### src/rtl/core/izn_pkg.sv
// shared types, constants and helpers of the izhikevich neuron update block
package izn_pkg;

	localparam int MAX_NEURONS_DEF      = 1024;
	localparam int MOTOR_CHANNELS_DEF   = 5;
	localparam int SENSORY_CHANNELS_DEF = 256;
	localparam int QUEUE_DEPTH          = 2;

	localparam logic [1:0] CFG_NEURON_COUNT  = 2'd0;
	localparam logic [1:0] CFG_SENSORY_COUNT = 2'd1;
	localparam logic [1:0] CFG_MOTOR_COUNT   = 2'd2;

	localparam logic [10:0] NEURON_COUNT_RST  = 11'd1024;
	localparam logic [8:0]  SENSORY_COUNT_RST = 9'd256;
	localparam logic [2:0]  MOTOR_COUNT_RST   = 3'd5;

	localparam logic signed [31:0] V_RESET = -32'sd4259840;
	localparam logic signed [31:0] U_RESET = -32'sd851968;
	localparam logic [10:0]        ACC_MAX = 11'd2047;

	typedef struct packed {
		logic [9:0] neuron_index;
		logic [7:0] sensory_level;
		logic       first_of_step;
	} izn_in_t;

	typedef struct packed {
		logic               spiked;
		logic signed [31:0] membrane_out;
		logic signed [31:0] recovery_out;
		logic [2:0]         motor_channel;
		logic [10:0]        motor_total;
	} izn_out_t;

	typedef struct packed {
		logic [10:0] neuron_count;
		logic [8:0]  sensory_count;
		logic [2:0]  motor_count;
	} izn_cfg_t;

	typedef struct packed {
		logic [9:0] idx;
		logic [7:0] level;
		logic       first;
		logic       in_use;
		logic       in_range;
		logic       sensory;
		logic       chan_ok;
		logic [2:0] chan;
	} izn_work_t;

	function automatic logic signed [31:0] sat32(input logic signed [40:0] x);
		logic signed [31:0] r;
		if (x > 41'sd2147483647) begin
			r = 32'sh7fffffff;
		end else if (x < -41'sd2147483648) begin
			r = 32'sh80000000;
		end else begin
			r = x[31:0];
		end
		return r;
	endfunction

endpackage

### src/rtl/core/izn_fifo.sv
// short queue between front and back
module izn_fifo import izn_pkg::*; #(
	parameter type T = logic,
	parameter int DEPTH = QUEUE_DEPTH
) (
	input  logic clk,
	input  logic arst_n,
	input  logic push,
	input  T     push_data,
	output logic full,
	input  logic pop,
	output logic head_valid,
	output T     head_data
);
	localparam int PW = (DEPTH > 1) ? $clog2(DEPTH) : 1;

	T               mem_q [DEPTH];
	logic [PW-1:0]  wr_ptr_q;
	logic [PW-1:0]  rd_ptr_q;
	logic [PW:0]    count_q;

	assign full       = (count_q == (PW+1)'(DEPTH));
	assign head_valid = (count_q != '0);
	assign head_data  = mem_q[rd_ptr_q];

	always_ff @(posedge clk) begin
		if (push) begin
			mem_q[wr_ptr_q] <= push_data;
		end
	end

	always_ff @(posedge clk or negedge arst_n) begin
		if (!arst_n) begin
			wr_ptr_q <= '0;
			rd_ptr_q <= '0;
			count_q  <= '0;
		end else begin
			if (push) begin
				wr_ptr_q <= (wr_ptr_q == PW'(DEPTH-1)) ? '0 : wr_ptr_q + 1'b1;
			end
			if (pop) begin
				rd_ptr_q <= (rd_ptr_q == PW'(DEPTH-1)) ? '0 : rd_ptr_q + 1'b1;
			end
			if (push && !pop) begin
				count_q <= count_q + 1'b1;
			end else if (pop && !push) begin
				count_q <= count_q - 1'b1;
			end
		end
	end
endmodule

### config.mk
export PLATFORM = sky130hd
export DESIGN_NAME = izn_fifo
export DESIGN_NICKNAME = d
export VERILOG_FILES = /design/src/rtl/core/izn_pkg.sv /design/src/rtl/core/izn_fifo.sv
export SDC_FILE = /design/constraint.sdc
export NUM_CORES = 1
export LEC_CHECK = 0
export BUFFER_PORTS_ARGS = -buffer_cell sky130_fd_sc_hd__buf_4
export CAP_MARGIN = 20
export CORE_AREA = 2 2 39 41
export DETAILED_ROUTE_END_ITERATION = 6
export DIE_AREA = 0 0 41 43
export GPL_ROUTABILITY_DRIVEN = 1
export GPL_TIMING_DRIVEN = 0
export SLEW_MARGIN = 10
export SYNTH_ARGS = -nofsm -noshare
export SYNTH_HDL_FRONTEND = slang
export SYNTH_SLANG_ARGS = --single-unit
### constraint.sdc
create_clock -name clk -period 2.3 [get_ports clk]
set_input_delay 0.46 -clock clk [delete_from_list [all_inputs] [get_ports clk]]
set_output_delay 0.46 -clock clk [all_outputs]
set_load 0.03 [all_outputs]
# ---- Word level (Yosys, flattened, before mapping)
# Memories as Yosys holds them, arrays and structs flattened.
# Index checks and enable logic that the tools add are counted.
dict set report classes {
  n_reduce_logical 6
  n_eq_ne 1
  n_lt_le_gt_ge 0
  shift 0
  bitwise_logic 0
  mul 0
  mux 6
  div_mod_pow 0
  n_addsub 4
}
# operator n
set op_table {}
lappend op_table {{1-bit 2-to-1 mux} 4}
lappend op_table {{2-bit 2-to-1 mux} 2}
lappend op_table {{2-bit nonzero test} 2}
lappend op_table {{1-bit adder, second input constant} 2}
lappend op_table {{2-bit by 1-bit adder with 2-bit output, second input constant} 1}
lappend op_table {{2-bit == test, second input constant} 1}
lappend op_table {{1-bit logical AND} 2}
lappend op_table {{1-bit zero test} 2}
lappend op_table {{2-bit by 1-bit subtractor with 2-bit output, second input constant} 1}
dict set report word_totals {
  latch_bits 0
  mem_bits_rw 2
  out_inout_bits 3
  mem_bits_ro 0
  reg_bits 4
  memories 1
}
# memory depth word_bits read_ports rd_ports_with_merged_regs write_ports line
set memory_table {}
lappend memory_table {mem_q 2 1 1 0 1 izn_fifo.sv:17} ;# T mem_q [DEPTH];

# ---- Longest topological paths before layout
dict set report depth {
  word_depth 4
  ltp_mapped 5
}

# ---- Least setup slack after synthesis
# OpenSTA, ideal clock, no wires.
dict set report synth_timing {
  kind {reg2out}
  startpoint {register rd_ptr_q}
  endpoint {output head_data}
  path_slack_ps 1032
  path_buffers 0
  stages_incl_launch_ff 2
  arrival_ps 808
  required_time_ps 1840
  cell_sequence {dfrtp_1 mux2_1}
}
dict set report synth_via {
  elab_chain_len 1
}
# item line
set synth_rtl {}
lappend synth_rtl {{start, declared} izn_fifo.sv:19} ;# logic [PW-1:0] rd_ptr_q;
lappend synth_rtl {{start signal, assigned} izn_fifo.sv:42} ;# rd_ptr_q <= (rd_ptr_q == PW'(DEPTH-1)) ? '0 : rd_ptr_q + 1'b1;
lappend synth_rtl {{memory 2 x 1 bit} -}
lappend synth_rtl {{end, declared} izn_fifo.sv:13} ;# output T head_data
# Every way passes these cells.

# ---- Worst setup path in the final report
# Same ends and word-level chain as after synthesis.

==> reports/qor.csv <==
stage;metric;value;unit
drt;drt-initial-drc-count;0;
sta;min_period;1580;ps
setup_path;critPathMaxFanout;2;
clock_network;clk_latency;240;ps
global_route;gr-usage-met1;7.28;%
synthesis;synth_top_area_cell;dfrtp_1;
job;maxCapViolCount;0;
drt;drtAntennaViolNets;0;
global_route;grt_start_max_net_pins;5;
synthesis;synth.mux.area_fraction;4.29;%
die;rows;14;
synthesis;syn_avg_cell_area;13.8;um^2
sta;max_slew_margin;89.6;%
sta;setup_tns;0;ps
setup_path;required;1840;ps
setup_path;cp_num_cells;2;
global_route;grt.met3_usage;5.24;%
global_route;grtUsageMet2;9.38;%
sta;drv_slew;0;
clock_network;cts_buffers;3;
synthesis;yosysSeqAreaShare;61.0;%
setup_path;path_buf_inv;1;
global_route;antenna_found_initial;0;
clock_network;clock_tree.root_cell;clkbuf_4;
pwr;power.leakage;0.164;nW
sta;fin_skew;1.30;ps
layout;syn_to_final_growth;36.2;%
pwr;power_density;1290;nW/um^2
die;fp.dieH;43;um
setup_path;cpPeakStageDelay;390;ps
global_route;globalRouteOverflowTotal;0;
synthesis;yosys.area_share.simple;11.9;%
clock_network;ctsResizeCount;0;
die;coreArea;1380;um^2
layout;fillers;155;
setup_path;end_kind;output port;
pwr;ir_worst_vdd;0.000440;V
sta;worstMarginPinSlew;155;ps
outcome;outcome;finished, final reports clean;
synthesis;synth_xor_area_share;16.7;%
setup_path;crit_type;reg -> out;
layout;layout.nets;37;
synthesis;ys_ff_latch;6;
drt;drt-total-wl;460;um
drt;drc_errors;0;
global_route;grt_pass1_wl;772;um
layout;antenna-diode-count;0;
global_route;grt_usage;7.50;%
die;ios;8;
clock_network;cts_sinks;6;
setup_path;critical_path_arrival;1120;ps
place;gp_congestion;0.649;
sta;period_share;68.6;%
synthesis;synth_top_cell_area_share;38.1;%
synthesis;synth_top_family_by_area;XOR/XNOR gates;
sta;setup_violations;0;
synthesis;synth_compound_area_share;0;%
layout;multi_input_area;98.8;um^2
sta;clock.fmax;0.634;GHz
setup_path;reg2reg_to;count_q[1];
layout;register_area;160;um^2
synthesis;synth_warnings;0;
clock_network;cts_tree;done;
synthesis;ys_top_cells_by_area;dfrtp_1 38%, edfxtp_1 23%, xor2_1 13%;
drt;wl_per_cell;10.2;um
setup_path;ff2ff_setup_slack;1380;ps
clock_network;post_cts_buffers;0;
global_route;busiest_layer;met2;
drt;vias;161;
setup_path;crit_slowest_cell;dfrtp_1;
clock_network;clk_pin_slew_worst_paths;40;ps
setup_path;critPathLaunch;rd_ptr_q;
synthesis;syn_nets;25;
clock_network;cts_max_path_buffers;2;
place;port_buffers;7;
setup_path;crit_family;flip-flops;
clock_network;cts_hold_buf;0;
clock_network;htreeDepth;1;
synthesis;ys_types;12;
drt;via_per_inst;3.58;
die;die_w;41;um
setup_path;crit_path_start_kind;register;
sta;rsz0062_at_grt;false;
synthesis;syn_area;263;um^2
setup_path;cp-endpoint;head_data;
setup_path;path_cells;mux2_1 -> buf_4;
pwr;power;0.000462;W
drt;firstDrtPassIters;1;
setup_path;rr_startpoint;count_q[0];
global_route;grt_pass1_vias;202;
hold_path;min_path_type;in -> async;
synthesis;syn_inst;19;
sta;hold_viol;0;
die;start_util;19.0;%
die;die_area;1760;um^2
synthesis;synth_adder_area_share;4.76;%
layout;drive_gt1_share;37.9;%
setup_path;r2r.worst_path.cells;3;
-- cell type report --
cell class	instances	share of cell area (%)
clock buffers	3	6.29
inverters	1	1.05
multi-input cells	12	27.6
flip-flops and latches	6	44.8
well taps	16	5.59
repair buffers	7	14.7
-- state kept, by name, indices dropped and copies added, names as in the netlist --
name,flops
mem_q,2
count_q,2
wr_ptr_q,1
rd_ptr_q,1
-- stage by stage --
stage	setup WS [ps]	hold slack [ps]	area, um^2	cells	utilization (%)
5_1_grt	697	6.52	358	45	25.9
2_1_floorplan	1030	164	263	19	-
3_5_place_dp	970	260	335	42	24.2
3_3_place_gp	993	257	335	42	24.2
4_1_cts	704	2.21	358	45	25.9
6_report	722	9.14	358	45	25.9
-- routing by layer --
metal	vias up	part of all wire [%]
li1	80	-
met1	73	42
met2	8	43
met3	0	15
met4	0	0
met5	-	0
-- synth_stat cells, drive strengths merged --
library cell,instances
dfrtp,4
xor2,4
edfxtp,2
and2,1
and2b,1
ha,1
inv,1
mux2,1
nor2,1
nor2b,1
or2,1
xnor2,1
-- worst reg2reg max path, delay by kind of cell, from the launching register on --
family	cells	cell delay (ps)
AND/OR/NAND/NOR	1	120
XOR/XNOR	2	330
flip-flops	1	410
-- cells in the final DEF, fill, tap and decap left out --
| master | count |
|---|---|
| buf_4 | 7 |
| xor2_1 | 4 |
| mux2_1 | 1 |
| edfxtp_1 | 2 |
| xnor2_1 | 1 |
| nor2b_1 | 1 |
| or2_1 | 1 |
| ha_1 | 1 |
| nor2_1 | 1 |
| and2_1 | 1 |
| dfrtp_1 | 4 |
| and2b_2 | 1 |
| inv_1 | 1 |
| clkbuf_4 | 3 |
-- how the worst min path moves through the flow --
stage                            end  startpoint  cells past startpoint
after floorplan           count_q[0]      arst_n                      0
after global placement      rd_ptr_q      arst_n                      1
after detailed placement    rd_ptr_q      arst_n                      1
after CTS                   wr_ptr_q      arst_n                      1
after global routing        wr_ptr_q      arst_n                      1
final                     count_q[1]      arst_n                      1
-- report_power, final --
group / total, W / switching, W / internal (W) / leakage (nW)
registers: 0.000193 / 0.0000369 / 0.000156 / 0.0654
logic: 0.000175 / 0.0000914 / 0.0000833 / 0.0850
clock network: 0.0000939 / 0.0000350 / 0.0000588 / 0.0138
-- logic make-up after synthesis --
family                     count (synthesis)
adders and majority gates                  1
muxes                                      1
buffers and inverters                      1
xor gates and xnor gates                   5
DFF                                        6
and+or+nand+nor                            5
(Power assumes the default switching activity.)
