File: config.mk
export PLATFORM = sky130hd
export DESIGN_NAME = izn_front_flat
export DESIGN_NICKNAME = d
export VERILOG_FILES = /design/src/rtl/core/izn_pkg.sv /design/src/rtl/core/izn_chan_if.sv /design/src/rtl/core/izn_front.sv /design/src/flat_wrapper.sv
export SDC_FILE = /design/constraint.sdc
export NUM_CORES = 1
export LEC_CHECK = 0
export BUFFER_PORTS_ARGS = -buffer_cell sky130_fd_sc_hd__buf_2
export CORE_MARGIN = 4
export CORE_UTILIZATION = 51
export DETAILED_ROUTE_END_ITERATION = 16
export PLACE_DENSITY = 0.83
export SLEW_MARGIN = 40
export SYNTH_ARGS = -nofsm -noshare
export SYNTH_HDL_FRONTEND = slang
export SYNTH_SLANG_ARGS = --single-unit
export TNS_END_PERCENT = 20
File: constraint.sdc
create_clock -name vclk -period 5.58
set_input_delay 1.116 -clock vclk [all_inputs]
set_output_delay 1.116 -clock vclk [all_outputs]
set_load 0.02 [all_outputs]
File: src/rtl/core/izn_pkg.sv
// shared types, constants and helpers of the izhikevich neuron update block
package izn_pkg;

	localparam int MAX_NEURONS_DEF      = 1024;
	localparam int MOTOR_CHANNELS_DEF   = 5;
	localparam int SENSORY_CHANNELS_DEF = 256;
	localparam int QUEUE_DEPTH          = 2;

	localparam logic [1:0] CFG_NEURON_COUNT  = 2'd0;
	localparam logic [1:0] CFG_SENSORY_COUNT = 2'd1;
	localparam logic [1:0] CFG_MOTOR_COUNT   = 2'd2;

	localparam logic [10:0] NEURON_COUNT_RST  = 11'd1024;
	localparam logic [8:0]  SENSORY_COUNT_RST = 9'd256;
	localparam logic [2:0]  MOTOR_COUNT_RST   = 3'd5;

	localparam logic signed [31:0] V_RESET = -32'sd4259840;
	localparam logic signed [31:0] U_RESET = -32'sd851968;
	localparam logic [10:0]        ACC_MAX = 11'd2047;

	typedef struct packed {
		logic [9:0] neuron_index;
		logic [7:0] sensory_level;
		logic       first_of_step;
	} izn_in_t;

	typedef struct packed {
		logic               spiked;
		logic signed [31:0] membrane_out;
		logic signed [31:0] recovery_out;
		logic [2:0]         motor_channel;
		logic [10:0]        motor_total;
	} izn_out_t;

	typedef struct packed {
		logic [10:0] neuron_count;
		logic [8:0]  sensory_count;
		logic [2:0]  motor_count;
	} izn_cfg_t;

	typedef struct packed {
		logic [9:0] idx;
		logic [7:0] level;
		logic       first;
		logic       in_use;
		logic       in_range;
		logic       sensory;
		logic       chan_ok;
		logic [2:0] chan;
	} izn_work_t;

	function automatic logic signed [31:0] sat32(input logic signed [40:0] x);
		logic signed [31:0] r;
		if (x > 41'sd2147483647) begin
			r = 32'sh7fffffff;
		end else if (x < -41'sd2147483648) begin
			r = 32'sh80000000;
		end else begin
			r = x[31:0];
		end
		return r;
	endfunction

endpackage

File: src/rtl/core/izn_chan_if.sv
// valid/ready channel carrying one item
interface izn_chan_if #(parameter type T = logic) ();
	logic valid;
	logic ready;
	T     data;

	modport source(output valid, output data, input ready);
	modport sink(input valid, input data, output ready);
endinterface

File: src/rtl/core/izn_front.sv
// front end: accepts items and classifies neuron, sensory and motor binning
module izn_front import izn_pkg::*; #(
	parameter int MAX_NEURONS      = MAX_NEURONS_DEF,
	parameter int MOTOR_CHANNELS   = MOTOR_CHANNELS_DEF,
	parameter int SENSORY_CHANNELS = SENSORY_CHANNELS_DEF
) (
	input  izn_cfg_t  cfg,
	input  logic      clearing,
	input  logic      q_full,
	output logic      push,
	output izn_work_t push_data,
	izn_chan_if.sink  in_ch
);
	logic [10:0] n_use;
	logic [8:0]  s_use;
	logic [2:0]  m_use;
	logic [12:0] prod;
	logic [3:0]  chan_cnt;
	izn_in_t     item;

	assign item  = in_ch.data;
	assign n_use = (int'(cfg.neuron_count) < MAX_NEURONS) ? cfg.neuron_count
		: 11'(MAX_NEURONS);
	assign s_use = (int'(cfg.sensory_count) < SENSORY_CHANNELS) ? cfg.sensory_count
		: 9'(SENSORY_CHANNELS);
	assign m_use = (int'(cfg.motor_count) < MOTOR_CHANNELS) ? cfg.motor_count
		: 3'(MOTOR_CHANNELS);
	assign prod  = 13'(item.neuron_index) * 13'(m_use);

	// channel = idx*m/n as a count of thresholds c*n passed
	always_comb begin
		chan_cnt = '0;
		for (int c = 1; c < MOTOR_CHANNELS; c++) begin
			if (c < int'(m_use) && (15'(c) * 15'(n_use) <= 15'(prod))) begin
				chan_cnt = chan_cnt + 4'd1;
			end
		end
	end

	assign in_ch.ready = !clearing && !q_full;
	assign push        = in_ch.valid && in_ch.ready;

	always_comb begin
		push_data.idx      = item.neuron_index;
		push_data.level    = item.sensory_level;
		push_data.first    = item.first_of_step;
		push_data.in_use   = {1'b0, item.neuron_index} < n_use;
		push_data.in_range = int'(item.neuron_index) < MAX_NEURONS;
		push_data.sensory  = item.neuron_index < 10'(s_use);
		push_data.chan_ok  = (m_use != '0);
		push_data.chan     = (m_use != '0) ? 3'(chan_cnt) : '0;
	end
endmodule

File: src/flat_wrapper.sv
// flat-port wrapper written by rule: the top's interface ports become plain ports
module izn_front_flat import izn_pkg::*;
#(
	parameter int MAX_NEURONS      = MAX_NEURONS_DEF,
	parameter int MOTOR_CHANNELS   = MOTOR_CHANNELS_DEF,
	parameter int SENSORY_CHANNELS = SENSORY_CHANNELS_DEF
)
  (cfg, clearing, q_full, push, push_data, in_ch_valid, in_ch_data, in_ch_ready);
  izn_chan_if in_ch_i ();
  input  izn_cfg_t cfg;
  input  logic clearing;
  input  logic q_full;
  output logic push;
  output izn_work_t push_data;
  input wire logic [$bits(in_ch_i.valid)-1:0] in_ch_valid;
  input wire logic [$bits(in_ch_i.data)-1:0] in_ch_data;
  output wire logic [$bits(in_ch_i.ready)-1:0] in_ch_ready;
  assign in_ch_i.valid = in_ch_valid;
  assign in_ch_i.data = in_ch_data;
  assign in_ch_ready = in_ch_i.ready;
  izn_front #(.MAX_NEURONS(MAX_NEURONS), .MOTOR_CHANNELS(MOTOR_CHANNELS), .SENSORY_CHANNELS(SENSORY_CHANNELS)) u_core (.cfg(cfg), .clearing(clearing), .q_full(q_full), .push(push), .push_data(push_data), .in_ch(in_ch_i));
endmodule
* Word level (Yosys, flattened, before mapping) *
Index checks and enable logic that the tools add are counted.

word-level totals
  memories kept = 0
  latch bits = 0
  memory bits (read-only) = 0
  input port bits = 27
  flip-flop bits (word level) = 0
  bits in writable memories = 0

cells by class
  div/mod/pow operators = 0
  mux-type cells = 8
  shifts and indexed selects = 0
  magnitude comparators = 13
  add/sub/neg operators = 3
  reductions and logical operators = 9
  multipliers = 1
  equal/unequal tests = 0
  bitwise gates (word level) = 0

operators with widths
  cell                   number
  $le 13x1->1 const B    2
  $mul 2x11->13 const A  1
  $le 12x1->1 const B    1
  $mux 3                 4
  $le 11x1->1 const B    1
  $lt 1x11->1 const A    1
  $lt 11x11->1 const B   1
  $mux 11                1
  $lt 1x9->1 const A     1
  $lt 9x9->1 const B     1
  $mux 9                 1
  $logic_and 1x1->1      6
  $lt 2x3->1 const A     2
  $add 2x1->3 const B    1
  $add 3x1->3 const B    1
  $lt 1x3->1 const A     1
  $lt 3x3->1 const A     1
  $lt 3x3->1 const B     1
  $reduce_bool 3->1      1
  $add 1x1->2 const B    1
  $logic_not 1->1        2
  $mux 2                 1
  $mux 1                 1

* Longest topological paths before layout *
Gate-level depths: netlist of the first run.

  depth after elaboration = 12
  gate-level depth with buffers = 16

* Least setup slack after synthesis of the first run *
OpenSTA, ideal clock, no wires.

  path type = input to output
  from = input port cfg[22] (netlist name)
  to = output port push_data[1] (netlist name)
  data required time = 4.464 ns
  data arrival time = 3.935 ns
  buffers on the path = 2
  stages on the path = 15
  setup slack = 0.529 ns
  cell sequence = buf_6 buf_2 nand2b_1 ha_1 and3_4 o21a_1 nor4_2 nand4_1 nor4_2 nand3_1 mux2_4 ha_1 nor2_1 nor2_1 o21a_1

RTL lines
  item         RTL line            RTL
  from (decl)  flat_wrapper.sv:10  input izn_cfg_t cfg;
  to (decl)    flat_wrapper.sv:14  output izn_work_t push_data;

==> impl_metrics.tcl, run 1 <==
set metrics [dict create \
    postCtsSetupBuffers 0 \
    vias_per_cell 5.91 \
    setup_viol 0 \
    layout_commonest_cell "buf_2" \
    antenna_found_initial 0 \
    worst_hold_path_type "in -> out" \
    finalHoldViolations 0 \
    grt_busiest_layer "met2" \
    final.period_utilization 0.947 \
    area_growth_pct 4.38 \
    vdd_drop_max_v 0.0000419 \
    start_kind "primary input" \
    globalRouteMet3Util 0.0298 \
    dieArea_mm2 0.00364 \
    final_util 0.574 \
    post_synth_num_cell_types 59 \
    final_nets 268 \
    arrival_ns 4.17 \
    gp_congestion 0.957 \
    port_buffers 34 \
    grt_setup_unrepaired "no" \
    nFlopsAndLatches 0 \
    fin_crit_ns 5.28 \
    die_w_um 60.4 \
    slowest_stage "ha_1" \
    initial_core_util 0.550 \
    max_freq_mhz 189 \
    grt_pass1_wl_um 5740 \
    critical_path.n_buffers_inverters 2 \
    drv_cap 0 \
    grt_max_degree 25 \
    grt_use_total 0.195 \
    post-place-ws_ns 0.313 \
    slew_viol_final 0 \
    critPathMaxFanout 14 \
    critPathTopFamily "simple AND/OR/NAND/NOR gates" \
    wirelength_um 3610 \
    use_met1 0.262 \
    p_leak_nw 0.642 \
    endpoint_kind "primary output" \
    path_cells "buf_2, nand2b_1, ha_1, and3_4, o21a_1, nor4_2, nand4_1, nor4_2, nand3_1, mux2_4, ha_1, nor2_1, nor2_1, o21a_1, buf_2" \
    regArea_um2 0 \
    die_h_um 60.4 \
    pin_count 55 \
    drt_iter0_drc 39 \
    drc 0 \
    grt_pass1_vias 1314 \
    synth_top_area_frac 0.107 \
    synth_area_mm2 0.00140 \
    max_stage_delay_ns 0.40 \
    status "complete, no violations" \
    rows 18 \
    p_per_area_mw_per_mm2 70.2 \
    dp_hpwl_um 2850 \
    worstSetupPathType "in -> out" \
    worstPathRequired_ns 4.46 \
    n_antenna_cell 0 \
    mostFrequentLayoutCells "buf_2, nor2_1, conb_1" \
    routedWlPerCell_um 13.7 \
    syn_inst 213 \
    synth_area_leaders "buf_4, ha_1, nor2_1" \
    drive_above_1_share 0.206 \
    overflow 0 \
    met2_usage 0.344 \
    setup_ws_ns 0.297 \
    num_vias 1555 \
    ys_seq_area_frac 0 \
    clkbuf_count 0 \
    ys_warn_count 0 \
    core_area_mm2 0.00254 \
    firstDrtPassIters 4 \
    yosysTopAreaCell "buf_4" \
    postRouteAntennaNets 0 \
    setup-tns-final_ns 0 \
    synth_area_per_cell_um2 6.57 \
]
where the power goes:
part           switching [W]  internal [W]  total, W
clock                      0             0         0
sequential                 0             0         0
combinational      0.0000661     0.0000364  0.000102
cell usage after synthesis, types with 3 or more instances:
master / n
a21o_1: 3
a21oi_1: 12
and3b_1: 3
buf_2: 10
buf_4: 20
buf_6: 3
ha_1: 6
inv_1: 10
nand2_1: 16
nand2b_1: 8
nand3_1: 5
nand4_1: 4
nor2_1: 19
nor2b_1: 6
nor3_1: 7
nor3b_1: 3
nor4_1: 3
nor4_2: 3
o2111ai_1: 4
o211ai_1: 3
o21a_1: 5
o21ai_0: 4
o21ai_1: 6
xor2_1: 3
path summary, 6_finish.rpt:
path | startpoint | depth (start not counted) | to
worst min-delay path | in_ch_data | 0 | push_data[7]
worst max-delay path | cfg[20] | 15 | push_data[1]
metrics by stage:
stage          area (µm²)  std cells  hold slack [ns]   power, W
2_1_floorplan        1460        230             2.31  0.0000882
3_3_place_gp         1460        263             2.23  0.0000983
3_5_place_dp         1460        263             2.23   0.000100
4_1_cts              1460        263             2.23   0.000100
5_1_grt              1460        263             2.23   0.000113
6_report             1460        263             2.23   0.000102
what timing repair did:
| item | in CTS | in global routing |
|---|---|---|
| hold buffers | 0 | 0 |
| gates resized for setup | 0 | 1 |
| endpoints found under the setup margin | 0 | 1 |
cell families after synthesis:
logic type                 count (synthesis)  share of synthesized area
adders and majority gates                  6                     0.0537
muxes                                      2                     0.0179
other                                      2                    0.00537
and+or+nand+nor                           92                      0.381
xor gates and xnor gates                   5                     0.0313
buffers and inverters                     44                      0.197
AOI/OAI and AO/OA                         62                      0.314
per-layer routing:
metal | wire length, µm | share of wire
met5 | 0 | 0
met4 | 0 | 0
met1 | 1480 | 0.41
met2 | 1730 | 0.48
met3 | 404 | 0.11
area by class of cell:
class,count,area (µm²)
inverters,10,37.5
repair buffers,37,193
well taps,30,37.5
multi-input cells,186,1190
fillers,255,1080
No activity file was read; power rests on OpenSTA's default activity.
==> inputs of run 2 (changes only) <==
Settings changed: CORE_MARGIN 4 to 5.
==> run 2 against run 1 <==
Compared with the run above: fmax shrank 1.1%; design area rose by 0.77%; clock-buffer cell count unchanged; final cell count rose by 1.1%; global-route usage is 1.8 points lower; routed wire length rose by 0.69%; total power rose by 1.1%; critical path depth did not move; combinational power is essentially flat; largest cell class unchanged; largest power group unchanged; highest routed layer is now met4.
==> impl_metrics.tcl, run 2 (synthesis results as in run 1) <==
set metrics [dict create \
    initial_core_util 0.521 \
    setup_ws_ns 0.238 \
    post-place-ws_ns 0.262 \
    setup-tns-final_ns 0 \
    worstPathRequired_ns 4.46 \
    port_buffers 34 \
    mostFrequentLayoutCells "buf_2, nor2_1, conb_1" \
    overflow 0 \
    dp_hpwl_um 2890 \
    hold_depth 0 \
    endpoint_kind "primary output" \
    die_h_um 62.4 \
    die_w_um 62.4 \
    postCtsSetupBuffers 0 \
    p_leak_nw 0.652 \
    fill_cells 262 \
    area_growth_pct 5.19 \
    final_util 0.548 \
    start_kind "primary input" \
    core_area_mm2 0.00269 \
    postRouteAntennaNets 0 \
    fin_crit_ns 5.34 \
    arrival_ns 4.23 \
    dieArea_mm2 0.00389 \
    vias_per_cell 6.00 \
    routedWlPerCell_um 13.7 \
    wirelength_um 3640 \
    vdd_drop_max_v 0.0000409 \
    worstSetupPathType "in -> out" \
    grt_setup_unrepaired "no" \
    critPathMaxFanout 15 \
    num_vias 1597 \
    grt_max_degree 25 \
    regArea_um2 0 \
    post_cts_resized 0 \
    drc 0 \
    layout_commonest_cell "buf_2" \
    setup_viol 0 \
    p_per_area_mw_per_mm2 70.4 \
    drive_above_1_share 0.209 \
    finalHoldViolations 0 \
    nFlopsAndLatches 0 \
    gp_congestion 0.990 \
    grt_use_total 0.177 \
    status "complete, no violations" \
    power_w 0.000104 \
    max_freq_mhz 187 \
    hold_buffers 0 \
    pin_count 55 \
    antenna_found_initial 0 \
    rows 19 \
    final.period_utilization 0.957 \
    drv_cap 0 \
    drt_iter0_drc 106 \
    clkbuf_count 0 \
    grt_pass1_vias 1385 \
    final_nets 270 \
    worst_hold_path_type "in -> out" \
    firstDrtPassIters 4 \
    grt_pass1_wl_um 6200 \
    slew_viol_final 0 \
    n_antenna_cell 0 \
]
## run 2: changes by cell type in the layout (fill, tap and decap cells not counted), sizes merged
cell	previous run	this run
buf	37	39
## run 2: critical path, stage by stage
cell and delay [ns]:
buf_2 0.18, nand2b_1 0.25, ha_1 0.42, a22o_1 0.21
a22oi_1 0.31, o21ai_1 0.13, mux2i_1 0.15, a22oi_1 0.27
nand3_1 0.17, mux2_4 0.33, ha_1 0.29, nor2_1 0.10
nor2_1 0.04, o21a_1 0.11, buf_2 0.15
## run 2: final timing paths
path                   start           end
setup / recovery     cfg[22]  push_data[1]
hold / removal    in_ch_data  push_data[7]
## run 2: layout make-up
| cell class | count | area, µm² | area share |
|---|---|---|---|
| repair buffers | 39 | 208 | 0.141 |
| inverters | 10 | 37.5 | 0.0255 |
| well taps | 31 | 38.8 | 0.0264 |
| multi-input cells | 186 | 1190 | 0.807 |
## run 2: routing by layer
| metal | GRT usage | part of all wire |
|---|---|---|
| met1 | 0.251 | 0.42 |
| met2 | 0.293 | 0.47 |
| met3 | 0.0198 | 0.10 |
| met4 | 0.0212 | 0.010 |
| met5 | 0 | 0 |
## run 2: report_power, final
group	total (W)	switching, W	internal, W
combinational	0.000104	0.0000666	0.0000370
clock	0	0	0
sequential	0	0	0
## run 2: stage by stage
stage | hold WS [ns] | cell area, µm² | cells
after floorplan | 2.31 | 1460 | 230
after global placement | 2.23 | 1470 | 266
after detailed placement | 2.23 | 1470 | 266
after CTS | 2.23 | 1470 | 266
after global routing | 2.23 | 1470 | 266
final | 2.23 | 1470 | 266
==> inputs of run 3 (changes only) <==
Settings changed: ABC_AREA from default to 1, PLACE_DENSITY 0.83 to 0.85.
==> run 3 against run 2 <==
Compared with the run above: worst hold slack hardly changed; combinational power hardly changed; highest routed layer is now met3; largest power group unchanged; total power is 0.93% lower.
==> impl_metrics.tcl, run 3 <==
set metrics [dict create \
    routedWlPerCell_um 9.55 \
    p_leak_nw 0.824 \
    wirelength_um 2760 \
    synth_area_per_cell_um2 5.49 \
    dp_hpwl_um 2470 \
    switching_share 0.687 \
    area_growth_pct 8.16 \
    hold_buffers 0 \
    worstSetupPathType "in -> out" \
    start_kind "primary input" \
    grt_max_degree 13 \
    post_synth_num_cell_types 29 \
    final_nets 294 \
    grt_use_total 0.151 \
    fin_crit_ns 4.95 \
    power_switching_w 0.0000705 \
    final_util 0.564 \
    die_h_um 59.7 \
    p_int_w 0.0000321 \
    ys_warn_count 0 \
    slew_viol_final 0 \
    p_per_area_mw_per_mm2 75.5 \
    vdd_drop_max_v 0.0000478 \
    rows 18 \
    drv_cap 0 \
    postCtsSetupBuffers 0 \
    overflow 0 \
    finalHoldViolations 0 \
    synth_area_mm2 0.00126 \
    dieArea_mm2 0.00356 \
    yosysTopAreaCell "nand2_1" \
    pin_count 55 \
    fill_cells 255 \
    vias_per_cell 4.85 \
    regArea_um2 0 \
    mostFrequentLayoutCells "nand2_1, buf_2, inv_1" \
    num_vias 1401 \
    nFlopsAndLatches 0 \
    dpl_cell_area_mm2 0.00136 \
    port_buffers 34 \
    stdcell_area_mm2 0.00136 \
    die_w_um 59.7 \
    arrival_ns 3.84 \
    initial_core_util 0.522 \
    post_cts_resized 0 \
    final_cells 289 \
    grt_setup_unrepaired "no" \
    firstDrtPassIters 4 \
    clockPowerShare 0 \
    drive_above_1_share 0.301 \
    clkbuf_count 0 \
    layout_commonest_cell "nand2_1" \
    synth_common_cells "nand2_1, inv_1, nor2_1" \
    synth_top_area_frac 0.170 \
    ys_seq_area_frac 0 \
    status "complete, no violations" \
    drc 0 \
    grt_pass1_wl_um 4490 \
    grt_pass1_vias 1123 \
    endpoint_kind "primary output" \
    max_freq_mhz 202 \
    dp_cells 289 \
    syn_inst 229 \
    setup_viol 0 \
    n_antenna_cell 0 \
    core_area_mm2 0.00241 \
    gp_congestion 0.914 \
    yosysMostFrequentCell "nand2_1" \
    critPathMaxFanout 12 \
    antenna_found_initial 0 \
    setup-tns-final_ns 0 \
    synth_area_leaders "nand2_1, buf_4, nand2_2" \
    postRouteAntennaNets 0 \
    worst_hold_path_type "in -> out" \
    final.period_utilization 0.888 \
    p_seq_frac 0 \
    drt_iter0_drc 38 \
    worstPathRequired_ns 4.46 \
    combPwrFrac 1.000 \
]
run 3: cell types whose count changed in the layout (fill, tap and decap cells not counted), moves of 5 or more:
| cell | previous run | this run |
|---|---|---|
| a21oi_1 | 12 | 5 |
| inv_1 | 10 | 26 |
| nand2_1 | 16 | 57 |
| nand2_2 | 0 | 20 |
| nand2b_1 | 8 | 0 |
| nand3_1 | 5 | 21 |
| nand3_2 | 0 | 7 |
| nor2b_1 | 6 | 0 |
| o21a_1 | 5 | 0 |
run 3: cell type report:
type                       instances  area [µm²]  area share
inverter                          31         116      0.0856
tap                               30        37.5      0.0276
multi-input combinational        193        1030       0.756
timing repair buffer              35         178       0.131
run 3: layer usage:
metal  vias to the layer above  wire [µm]  part of all wire  global-route usage
met5                         -          0                 0                   0
met4                         0          0                 0                   0
met3                         0        154             0.056                   0
met2                        28       1420              0.52               0.278
met1                       619       1180              0.43               0.210
li1                        754          -                 -                   -
run 3: power by group through the flow:
stage	Combinational [W]	Sequential [W]	Clock [W]
after global placement	0.000101	0	0
after floorplan	0.0000890	0	0
after detailed placement	0.000102	0	0
after global routing	0.000116	0	0
final	0.000103	0	0
after CTS	0.000102	0	0
run 3: final timing paths:
kind	startpoint	end	slack (ns)	depth (start not counted)
worst max-delay path	cfg[22]	push_data[2]	0.63	21
worst min-delay path	in_ch_data	push_data[7]	2.23	0
run 3: critical path: stages:
cell	delay, ns
buf_2	0.14
inv_2	0.17
buf_4	0.26
nand2_4	0.08
ha_1	0.33
nand4_1	0.10
nand2_1	0.07
a21oi_1	0.19
nand3_1	0.10
nand2_1	0.12
and2_1	0.18
nand3_2	0.11
o21ai_1	0.17
inv_1	0.06
ha_1	0.19
nand2_1	0.09
inv_1	0.04
nand4_1	0.07
nand2_1	0.05
inv_1	0.04
buf_2	0.15
run 3: kinds of logic (layout without fill, tap and decap cells):
kind of cell / Yosys count / in the layout / synth area share
other: 2 / 19 / 0.00597
adders and majority gates: 6 / 6 / 0.0597
AOI/OAI and AO/OA: 15 / 15 / 0.0706
and+or+nand+nor: 152 / 152 / 0.624
buffers and inverters: 53 / 66 / 0.233
xor gates and xnor gates: 1 / 1 / 0.00697
run 3: stage by stage:
stage | hold slack [ns] | setup slack (ns) | power, W
final | 2.23 | 0.625 | 0.000103
after global routing | 2.23 | 0.311 | 0.000116
after detailed placement | 2.23 | 0.650 | 0.000102
after floorplan | 2.31 | 1.01 | 0.0000890
after global placement | 2.23 | 0.723 | 0.000101
after CTS | 2.23 | 0.647 | 0.000102
